`config.mk`:
```
export PLATFORM = sky130hd
export DESIGN_NAME = ecb_queue
export DESIGN_NICKNAME = d
export VERILOG_FILES = /design/src/hw/rtl/ecb_pkg.sv /design/src/hw/rtl/ecb_queue.sv
export SDC_FILE = /design/constraint.sdc
export NUM_CORES = 1
export LEC_CHECK = 0
export ABC_CLOCK_PERIOD_IN_PS = 2000
export BUFFER_PORTS_ARGS = -buffer_cell sky130_fd_sc_hd__buf_2
export CORE_MARGIN = 2
export CORE_UTILIZATION = 50
export DETAILED_ROUTE_END_ITERATION = 8
export HOLD_SLACK_MARGIN = 0.06
export MAX_ROUTING_LAYER = met4
export PLACE_DENSITY = 0.77
export REMOVE_ABC_BUFFERS = 1
export SETUP_SLACK_MARGIN = 0.1
export SYNTH_ARGS = -nofsm -noshare
export SYNTH_HDL_FRONTEND = slang
export SYNTH_SLANG_ARGS = --single-unit
```
`constraint.sdc`:
```
create_clock -name i_clk -period 2 [get_ports i_clk]
set_input_delay 0.1 -clock i_clk [delete_from_list [all_inputs] [get_ports i_clk]]
set_output_delay 0.1 -clock i_clk [all_outputs]
set_load 0.03 [all_outputs]
```
`src/hw/rtl/ecb_pkg.sv`:
```
`default_nettype none

package ecb_pkg;

    localparam int unsigned MAP_ENTRIES_DEF = 65536;
    localparam logic [31:0] PC_LIMIT_RESET  = 32'h0C00_0000;
    localparam int unsigned CMD_Q_DEPTH     = 4;
    localparam int unsigned OUT_Q_DEPTH     = 4;

    localparam logic [1:0] OP_RECORD  = 2'd0;
    localparam logic [1:0] OP_READ    = 2'd1;
    localparam logic [1:0] OP_RESTART = 2'd2;

    typedef enum logic [1:0] {
        KIND_NONE,
        KIND_INCR,
        KIND_READ
    } t_kind;

    typedef struct packed {
        t_kind       kind;
        logic [15:0] slot;
    } t_cmd_tag;

    typedef struct packed {
        logic        recorded;
        logic [15:0] edge_slot;
        logic [7:0]  hit_count;
    } t_result;

    typedef struct packed {
        logic clearing;
    } t_back_status;

endpackage

`default_nettype wire

```
`src/hw/rtl/ecb_queue.sv`:
```
`default_nettype none

module ecb_queue
    import ecb_pkg::*;
#(
    parameter int unsigned DATA_W = 8,
    parameter int unsigned DEPTH  = CMD_Q_DEPTH
) (
    input  wire logic              i_clk,
    input  wire logic              i_rst_n,
    input  wire logic              i_push,
    input  wire logic [DATA_W-1:0] i_data,
    input  wire logic              i_pop,
    output logic                   o_valid,
    output logic                   o_full,
    output logic [DATA_W-1:0]      o_data
);

    localparam int unsigned PTR_W = (DEPTH > 1) ? $clog2(DEPTH) : 1;
    localparam int unsigned CNT_W = $clog2(DEPTH + 1);

    logic [DATA_W-1:0] r_slots [DEPTH];
    logic [PTR_W-1:0]  r_wr_ptr;
    logic [PTR_W-1:0]  r_rd_ptr;
    logic [CNT_W-1:0]  r_cnt;
    logic              w_push;
    logic              w_pop;

    assign o_valid = (r_cnt != '0);
    assign o_full  = (r_cnt == CNT_W'(DEPTH));
    assign o_data  = r_slots[r_rd_ptr];
    assign w_push  = i_push & ~o_full;
    assign w_pop   = i_pop & o_valid;

    always_ff @(posedge i_clk) begin
        if (w_push) begin
            r_slots[r_wr_ptr] <= i_data;
        end
    end

    always_ff @(posedge i_clk) begin
        if (!i_rst_n) begin
            r_wr_ptr <= '0;
            r_rd_ptr <= '0;
            r_cnt    <= '0;
        end else begin
            if (w_push) begin
                r_wr_ptr <= (r_wr_ptr == PTR_W'(DEPTH - 1)) ? '0 : r_wr_ptr + 1'b1;
            end
            if (w_pop) begin
                r_rd_ptr <= (r_rd_ptr == PTR_W'(DEPTH - 1)) ? '0 : r_rd_ptr + 1'b1;
            end
            if (w_push && !w_pop) begin
                r_cnt <= r_cnt + 1'b1;
            end else if (w_pop && !w_push) begin
                r_cnt <= r_cnt - 1'b1;
            end
        end
    end

endmodule

`default_nettype wire

```
==> flow_summary_export.csv <==
group,metric,value,unit
run_status,status,"finished clean",
sta,tightest_slew,0.446,ns
setup_path,timing.rr.start,"r_cnt[2]$_SDFFE_PN0P_",
floorplan,ios,22,
floorplan,die_area,3740,um^2
sta,fin_hold_ws,0.0931,ns
clock_network,clock_latency,0.35,ns
worst_hold_path,hold_path.class,"input pin to register",
setup_path,worstSetupPathType,"register to register",
synth,ys.flop_type,"edfxtp_1",
sta,drv_slew,0,
route,wl_met2,1550,um
synth,synth.distinct_cells,23,
floorplan,die_h,61.1,um
synth,synth_edf_count,32,
setup_path,ff2ff_path_depth,8,
clock_network,cts_tree,"built",
placed_design,globalplace.congestion,0.775,
synth,syn_area,1630,um^2
setup_path,cp_data_required_time,2.28,ns
sta,rsz0062_at_grt,"true",
worst_hold_path,hold_start,"i_rst_n",
global_route,grt_antenna_before_repair,0,
setup_path,crit_path_start_kind,"register",
cells_and_area,regArea,1140,um^2
placed_design,hpwlAfterDp,1860,um
floorplan,rows,20,
setup_path,worst_setup_path_end_kind,"register",
synth,yosys-top-cells-area,"edfxtp_1 59%, dfxtp_1 11%, mux4_2 11%, ha_1 4.6%, and2_1 1.9%",
clock_network,clockRootBuffer,"clkbuf_4",
synth,synth_top_area_cell,"edfxtp_1",
clock_network,clkTransAtPathRegs,0.12,ns
job,cap_viol_max_count,0,
route,viasPerCell,5.09,
global_route,grt_pass1_wl,4430,um
cells_and_area,final_layout_size_suffix_gt1_share,38.1,%
synth,yosysTopAreaCellShare,58.9,%
clock_network,clock-sinks,41,
synth,synthTopCellsByCount,"32 x edfxtp_1, 9 x dfxtp_1, 8 x mux4_2, 6 x ha_1, 6 x nand2_1",
route,drt_wl_total,2860,um
setup_path,r2r-end,"r_cnt[2]$_SDFFE_PN0P_",
sta,finalSetupViolCount,0,
global_route,grt_pass1_vias,949,
route,dr.pass1.iters,4,
setup_path,cp-startpoint,"r_cnt[2]$_SDFFE_PN0P_",
global_route,grt_max_degree,13,
synth,yosysSeqAreaShare,69.9,%
synth,ys_seq_elements,41,
route,top_layer,"met4",
floorplan,start_util,53.0,%
worst_hold_path,whs_endpoint,"r_cnt[2]$_SDFFE_PN0P_",
route,route.detailed.drc,0,
cells_and_area,nets,152,
sta,relSlewSlack,70.3,%
cells_and_area,area_growth,23.4,%
power,p_leak,0.748,nW
cells_and_area,multiInputGateArea,484,um^2
clock_network,cts_buffers,5,
cells_and_area,antennaDiodeCount,0,
synth,synth_cells,93,
synth,yosysMostFrequentCell,"edfxtp_1",
sta,fmax,517,MHz
synth,ys.warnings.count,0,
setup_path,r2r_slack,0.07,ns
route,vias,906,
setup_path,path_max_fanout,5,
floorplan,core-area,3080,um^2
sta,period_share,96.7,%
sta,finClkSkew,0.00513,ns
route,wl_met3,100,um
cells_and_area,fillers,241,
synth,syn-mean-instance-area,17.6,um^2
setup_path,worstPathArrival,2.22,ns
power,ir_drop,722,uV
route,wl_per_cell,16.1,um
placed_design,portBuffers,21,
floorplan,fp.dieW,61.1,um
sta,post-route-min-period,1.93,ns
clock_network,clk_path_buf_depth,2,
cells_and_area,instances_no_fill,178,
route,wl_met1,1170,um
placed_design,placedCellCount,160,
clock_network,cts_max_level,2,
route,first_iter_violations,23,
sta,hold_violations,0,
route,ant_nets,0,
global_route,track_usage,18.5,%
worst_hold_path,whs_path_depth,2,
power,power.density,1240,nW/um^2
synth,synth_async_sr_flop_share,0,%
global_route,grt_overflow,0,
[worst max-delay path by stage]
stage	end
6_report	r_cnt[2]$_SDFFE_PN0P_
5_1_grt	r_cnt[2]$_SDFFE_PN0P_
3_5_place_dp	r_cnt[2]$_SDFFE_PN0P_
2_1_floorplan	r_cnt[2]$_SDFFE_PN0P_
3_3_place_gp	r_cnt[2]$_SDFFE_PN0P_
4_1_cts	r_cnt[2]$_SDFFE_PN0P_
[power breakdown]
part	internal [mW]	total, mW	switching (mW)	leakage (nW)
logic	0.379	0.843	0.464	0.341
clock network	0.260	0.524	0.263	0.0399
registers	1.05	1.14	0.0863	0.368
total	1.69	2.50	0.814	0.748
[metrics by stage]
stage	instance area (um^2)	util (%)	power [mW]	setup WS, ns	TNS, ns
after floorplan	1620	-	1.68	-0.190	-0.256
after global placement	1820	59.1	1.90	0.0701	0
after detailed placement	1820	59.1	1.94	-0.0371	-0.0371
after CTS	2000	65.0	2.50	0.0763	0
after global routing	2010	65.4	2.64	-0.0329	-0.0329
final	2010	65.4	2.50	0.0654	0
[critical path: stages (launching register included)]
cell,delay [ns]
dfxtp_2,0.37
nor3b_2,0.18
nor2b_2,0.16
ha_2,0.19
inv_1,0.05
fa_2,0.33
xor2_1,0.16
or3_1,0.31
a21boi_1,0.13
[layout by cell type (no fill, tap or decap)]
master / n
edfxtp_1: 32
buf_2: 21
mux4_2: 8
dlygate4sd3_1: 8
buf_4: 8
dfxtp_1: 7
nand2_1: 6
and2_1: 5
ha_1: 5
clkbuf_4: 5
inv_1: 3
mux2i_1: 3
o21ai_0: 3
nor2_1: 2
nand3_1: 2
dfxtp_2: 2
nor3b_2: 1
nor2b_2: 1
o31ai_4: 1
or3_2: 1
xnor2_1: 1
nor2b_1: 1
xor2_1: 1
or3_1: 1
a21boi_1: 1
fa_2: 1
ha_2: 1
bufinv_16: 1
clkinv_1: 1
clkbuf_1: 1
[logic make-up (layout without fill, tap and decap cells)]
group           Yosys count  count (layout)  synth area share [%]
simple gates             20              20                  6.74
compound gates            5               5                  1.84
flops                    41              41                  69.9
mux                      11              11                  12.9
fa+ha+maj                 7               7                  5.82
buf+inv                   7              48                  1.76
xor+xnor                  2               2                  1.07
[what timing repair did]
item                                    in CTS  in global routing
buffers inserted                             2                  0
endpoints found under the hold margin       32                  0
pin swaps                                    1                  0
endpoints found under the setup margin       1                  1
hold buffers                                 8                  0
resized for setup                            5                  3
[flip-flops by register name (all words and copies together) (netlist names), named ones only]
signal	cells
r_slots	32
r_wr_ptr	2
r_cnt	3
r_rd_ptr	2
[routing by layer]
metal / track usage (%) / vias up
met5: - / -
met4: 10.2 / 0
met3: 3.78 / 4
met2: 31.3 / 20
met1: 20.1 / 456
li1: - / 426
[final cells by class]
cell class,count,share of cell area (%)
clock buffer,6,2.05
clock inverter,2,1.68
inverter,3,0.559
multi-input combinational,45,24.0
sequential,41,56.8
tap,44,2.73
timing repair buffer,37,12.2
(Power assumes the default switching activity.)
