## src/hw/rtl/ecb_pkg.sv

```systemverilog
`default_nettype none

package ecb_pkg;

    localparam int unsigned MAP_ENTRIES_DEF = 65536;
    localparam logic [31:0] PC_LIMIT_RESET  = 32'h0C00_0000;
    localparam int unsigned CMD_Q_DEPTH     = 4;
    localparam int unsigned OUT_Q_DEPTH     = 4;

    localparam logic [1:0] OP_RECORD  = 2'd0;
    localparam logic [1:0] OP_READ    = 2'd1;
    localparam logic [1:0] OP_RESTART = 2'd2;

    typedef enum logic [1:0] {
        KIND_NONE,
        KIND_INCR,
        KIND_READ
    } t_kind;

    typedef struct packed {
        t_kind       kind;
        logic [15:0] slot;
    } t_cmd_tag;

    typedef struct packed {
        logic        recorded;
        logic [15:0] edge_slot;
        logic [7:0]  hit_count;
    } t_result;

    typedef struct packed {
        logic clearing;
    } t_back_status;

endpackage

`default_nettype wire

```

## src/hw/rtl/ecb_front.sv

```systemverilog
`default_nettype none

module ecb_front
    import ecb_pkg::*;
#(
    parameter int unsigned ADDR_W = 16
) (
    input  wire logic              i_clk,
    input  wire logic              i_rst_n,
    input  wire logic              i_cfg_we,
    input  wire logic [31:0]       i_cfg_wdata,
    input  wire logic              i_valid,
    input  wire logic [1:0]        i_operation,
    input  wire logic [31:0]       i_pc,
    input  wire logic              i_initial_state,
    input  wire logic [15:0]       i_entry_index,
    input  wire t_back_status      i_status,
    input  wire logic              i_q_full,
    output logic                   o_stall,
    output logic                   o_push,
    output t_cmd_tag               o_tag,
    output logic [ADDR_W-1:0]      o_addr
);

    logic [31:0]       r_pc_limit;
    logic [ADDR_W-2:0] r_prev;
    logic [ADDR_W-2:0] n_prev;
    logic [31:0]       w_hash32;
    logic [ADDR_W-1:0] w_cur;
    logic [ADDR_W-1:0] w_slot;
    logic [31:0]       w_slot32;
    logic [31:0]       w_idx32;
    logic              w_take;

    assign o_stall  = i_status.clearing | i_q_full;
    assign o_push   = i_valid & ~o_stall;

    assign w_hash32 = (i_pc >> 4) ^ (i_pc << 8);
    assign w_cur    = w_hash32[ADDR_W-1:0];
    assign w_slot   = w_cur ^ {1'b0, r_prev};
    assign w_slot32 = 32'(w_slot);
    assign w_idx32  = 32'(i_entry_index);
    assign w_take   = ~i_initial_state & (i_pc <= r_pc_limit);

    always_comb begin
        o_tag.kind = KIND_NONE;
        o_tag.slot = '0;
        o_addr     = '0;
        n_prev     = r_prev;
        case (i_operation)
            OP_RECORD: begin
                if (w_take) begin
                    o_tag.kind = KIND_INCR;
                    o_tag.slot = w_slot32[15:0];
                    o_addr     = w_slot;
                    n_prev     = w_cur[ADDR_W-1:1];
                end
            end
            OP_READ: begin
                o_tag.kind = KIND_READ;
                o_tag.slot = i_entry_index;
                o_addr     = w_idx32[ADDR_W-1:0];
            end
            OP_RESTART: begin
                n_prev = '0;
            end
            default: begin
                n_prev = r_prev;
            end
        endcase
    end

    always_ff @(posedge i_clk) begin
        if (!i_rst_n) begin
            r_pc_limit <= PC_LIMIT_RESET;
            r_prev     <= '0;
        end else begin
            if (i_cfg_we) begin
                r_pc_limit <= i_cfg_wdata;
            end
            if (o_push) begin
                r_prev <= n_prev;
            end
        end
    end

endmodule

`default_nettype wire

```

## config.mk

```make
export PLATFORM = sky130hd
export DESIGN_NAME = ecb_front
export DESIGN_NICKNAME = d
export VERILOG_FILES = /design/src/hw/rtl/ecb_pkg.sv /design/src/hw/rtl/ecb_front.sv
export SDC_FILE = /design/constraint.sdc
export NUM_CORES = 1
export LEC_CHECK = 0
export BUFFER_PORTS_ARGS = -buffer_cell sky130_fd_sc_hd__buf_2
export CAP_MARGIN = 5
export CORE_MARGIN = 10
export CORE_UTILIZATION = 53
export CTS_CLUSTER_DIAMETER = 120
export CTS_CLUSTER_SIZE = 10
export DETAILED_ROUTE_END_ITERATION = 6
export PLACE_DENSITY = 0.89
export SLEW_MARGIN = 15
export SYNTH_ARGS = -nofsm -noshare
export SYNTH_HDL_FRONTEND = slang
export SYNTH_SLANG_ARGS = --single-unit
export TNS_END_PERCENT = 100
```

## constraint.sdc

```tcl
create_clock -name i_clk -period 4.59 [get_ports i_clk]
set_clock_uncertainty 0.2 [all_clocks]
set_input_delay 0.2295 -clock i_clk [delete_from_list [all_inputs] [get_ports i_clk]]
set_output_delay 0.2295 -clock i_clk [all_outputs]
set_load 0.005 [all_outputs]
```

==> results <==
- The layout overhead on the synthesized area is 29.1%.
- Dividing the final minimum period by the clock period gives 76.4%.
- The cell taking the most area after synthesis is dfxtp_1.
- The clock period could shrink to 3510 ps.
- The number of design rule violations left after detail routing is 0.
- The uppermost layer routed is met4.
- The start point of the worst hold path is i_cfg_wdata[8].
- Hold is met by 2.92 ps.
- Pin placement for this block handled 125 I/O pins.
- The number of distinct standard cells referenced by the synthesized netlist is 37.
- The root buffer selected by CTS is clkbuf_8.
- The horizontal extent of the die is 96.1 um.
- Counting instances in the post-synthesis netlist gives the leading cell types as dfxtp_1, inv_1, ha_1, nor2b_1, mux2i_1.
- The total power is 944 uW.
- The count of flip-flops with a built-in enable after synthesis is 0.
- The maximum resistive drop on vdd is 0.159 mV.
- The number of placement rows is 27.
- The most frequent cell on the critical path is buf_2.
- The wire length on met1 is 3.25 mm.
- The violation count after the first detailed-routing iteration is 66.
- For this block, the via count after detailed routing is 2865.
- The number of nets in the layout is 590.
- In this run the post-CTS setup repair buffer count came out at 0.
- The area share of the largest cell type after synthesis is 30.7%.
- The final non-filler cell total is 542.
- The first global-routing pass estimated 13.9 mm of wire.
- The run finished with clean final reports.
- The mapped netlist covers 3070 sq um.
- For this configuration, the core starts out at a cell density of 55.0%.
- The post-synthesis instance total is 341.
- The total of warnings raised by yosys is 0.
- The signal on the critical path passes through dlygate4sd3_1 > buf_2 > ha_1 > nand4_1 > or3_1 > o211ai_2 > a31oi_2 > nor3_4 > a22o_1 > buf_2.
- The maximum fanout along the worst path is 19.
- Entering global routing, the biggest net connects 50 pins.
- The filler cells instantiated in the layout total 449.
- The number of hold-slack violations in the final timing report is 0.
- The worst setup path is launched from an input port.
- In the detailed route, the total length drawn on met2 is 4.42 mm.
- The number of synthesized register bits is 47.
- The portion of the post-synthesis area used by sequential elements is 30.7%.
- Detailed placement finished with a half-perimeter wire length of 6.77 mm.
- The number of endpoints failing setup at the final stage is 0.
- Derived from the worst setup path, the maximum achievable clock frequency is 285 MHz.
- Power spread over the standard cell area amounts to 238 nW/um^2.
- The relative max-transition margin is 29.6%.
- The endpoint required time on the critical path is 4160 ps.
- The average wire length per cell after detail routing is 16.3 um.
- The initial antenna violation count is 0.
- In this run the vertical extent of the chip is 96.1 um.
- The fraction of registers with async set/reset is 0%.
- The max-slew violation total from the final report is 0.
- The final setup TNS is 0 ps.
- No sink is reached through more buffers than the 2 on the longest clock path.
- Detailed routing placed a total of 1.06 mm of wire on met3.
- The overall overflow remaining after global route is 0.
- Sorting the synthesized cells by area gives the leading types as dfxtp_1, ha_1, mux2i_1.
- The clock network latency to the later pin of the worst-skew pair is 300 ps.
- The CTS tree is done.
- In this design, the stage delay of the slowest critical-path cell is 620 ps.
- The leakage power is 0.00191 uW.
- Setup repair after global routing left no endpoint under its margin.
- The critical path capture point type is an output pin.
- The launch point of the worst reg-to-reg path is r_pc_limit[30].
- Dividing the detail-routed via count by the number of cells gives 5.29.
- The floorplan step defined a core boundary enclosing 5570 sq um.
- The first-pass detailed-route iteration total is 4.
- The remaining antenna violation count is 0.
- Yosys instantiated no cell more often than dfxtp_1.
- The critical path starts at i_pc[10].
- The start-to-end type of the worst setup path is in2out.
- The slowest stage of the critical path is the nor3_4 cell.
- The clock-pin transition on the worst setup and hold timing paths is 80 ps.
- At the end of routability-driven placement, the weighted congestion stood at 0.829.
- The synthesized area per cell is 8.99 sq um.
- The CTS buffer count is 5.
- When the netlist entered floorplanning its net count stood at 462.
- Max-cap violations in this run came to 0.
- The count of buffers added on input and output ports is 124.
- The die covers 9230 sq um.
- The type of the worst min-delay path is in2reg.
- Once placement completed, the tool counted placed cells totaling 508.
- The arrival time of data at the critical path endpoint is 3080 ps.
- In the final layout, the share of cells above drive strength 1 is 29.4%.
- For this block, the routed nets add up to 8.83 mm of wire.
- The slew at the pin closest to its max-slew limit is 1050 ps.
- The repair_antennas step left the layout with diodes totalling 0.
- The via count of the first global-routing pass is 3012.
- The clock net sink count is 47.
- The number of levels the H-tree was split into is 2.
- For this run, the total global-route usage over all layers was measured as 18.6%.
- The primary flip-flop cell chosen by synthesis mapping is dfxtp_1.
-- cell usage in the layout, fill, tap and decap left out, types with 9 or more instances in the layout --
cell / netlist / final
dfxtp_1: 47 / 47
ha_1: 32 / 32
nor2b_1: 31 / 31
mux2i_1: 30 / 30
inv_1: 34 / 34
dlygate4sd3_1: 0 / 26
xnor2_1: 14 / 14
xor2_1: 9 / 9
nand2_1: 27 / 27
a21oi_1: 15 / 15
buf_2: 1 / 124
a22o_1: 16 / 16
-- cells by family (layout without fill, tap and decap cells) --
group | Yosys count | after routing | synth area share [%]
AOI/OAI and AO/OA | 62 | 62 | 14.7
xor gates and xnor gates | 23 | 23 | 6.57
muxes | 30 | 30 | 9.80
and+or+nand+nor | 84 | 84 | 15.3
adders and majority gates | 32 | 32 | 13.1
DFF | 47 | 47 | 30.7
buffers and inverters | 63 | 192 | 9.96
-- per-layer routing --
layer | vias to the layer above | global-route usage [%]
met1 | 1305 | 19.3
met4 | 0 | 4.30
met5 | - | 0
met2 | 128 | 34.6
met3 | 14 | 6.77
li1 | 1418 | -
-- area by class of cell --
class                           count  area [sq um]  share of cell area, %
Clock buffer                        8           100                   2.53
Inverter                           34           128                   3.22
Multi-Input combinational cell    231          1820                   46.0
Sequential cell                    47           941                   23.8
Tap cell                           72          90.1                   2.28
Timing Repair Buffer              150           881                   22.3
-- final timing paths --
check                           depth (start not counted)  slack, ps            end
worst max-delay path                                   10       1080      o_addr[2]
worst min-delay path                                    3          3  r_pc_limit[8]
worst max register to register                          9       1410     r_prev[14]
worst min register to register                          2        270      r_prev[5]
-- state kept, by name, indices dropped and copies added, names as in the netlist --
signal	count
r_prev	15
r_pc_limit	32
-- report_power, final --
group          total [uW]  switching, uW  internal [uW]
Sequential            434           9.50            425
Combinational         240            118            122
Clock                 270            132            138
Total                 944            260            685
-- worst max-delay path: cells and delay by family --
kind | cells | cell delay, ps
AO/OA/AOI/OAI | 3 | 510
adder cells (fa/ha/maj) | 1 | 300
buffers and inverters | 3 | 820
AND/OR/NAND/NOR | 3 | 1200
-- what timing repair did --
action,CTS,global route
hold buffers,26,0
resized for setup,0,0
endpoints found under the hold margin,26,0
endpoints found under the setup margin,0,0
-- through the flow --
step | utilization, % | setup WS [ps] | cell area, sq um
finish | 71.0 | 1080 | 3960
global route | 71.0 | 900 | 3960
CTS | 71.0 | 1090 | 3960
detailed placement | 64.6 | 1460 | 3600
global placement | 64.6 | 1650 | 3600
floorplan | - | 1900 | 3070
Note: power is estimated with default switching activity, not from simulation.
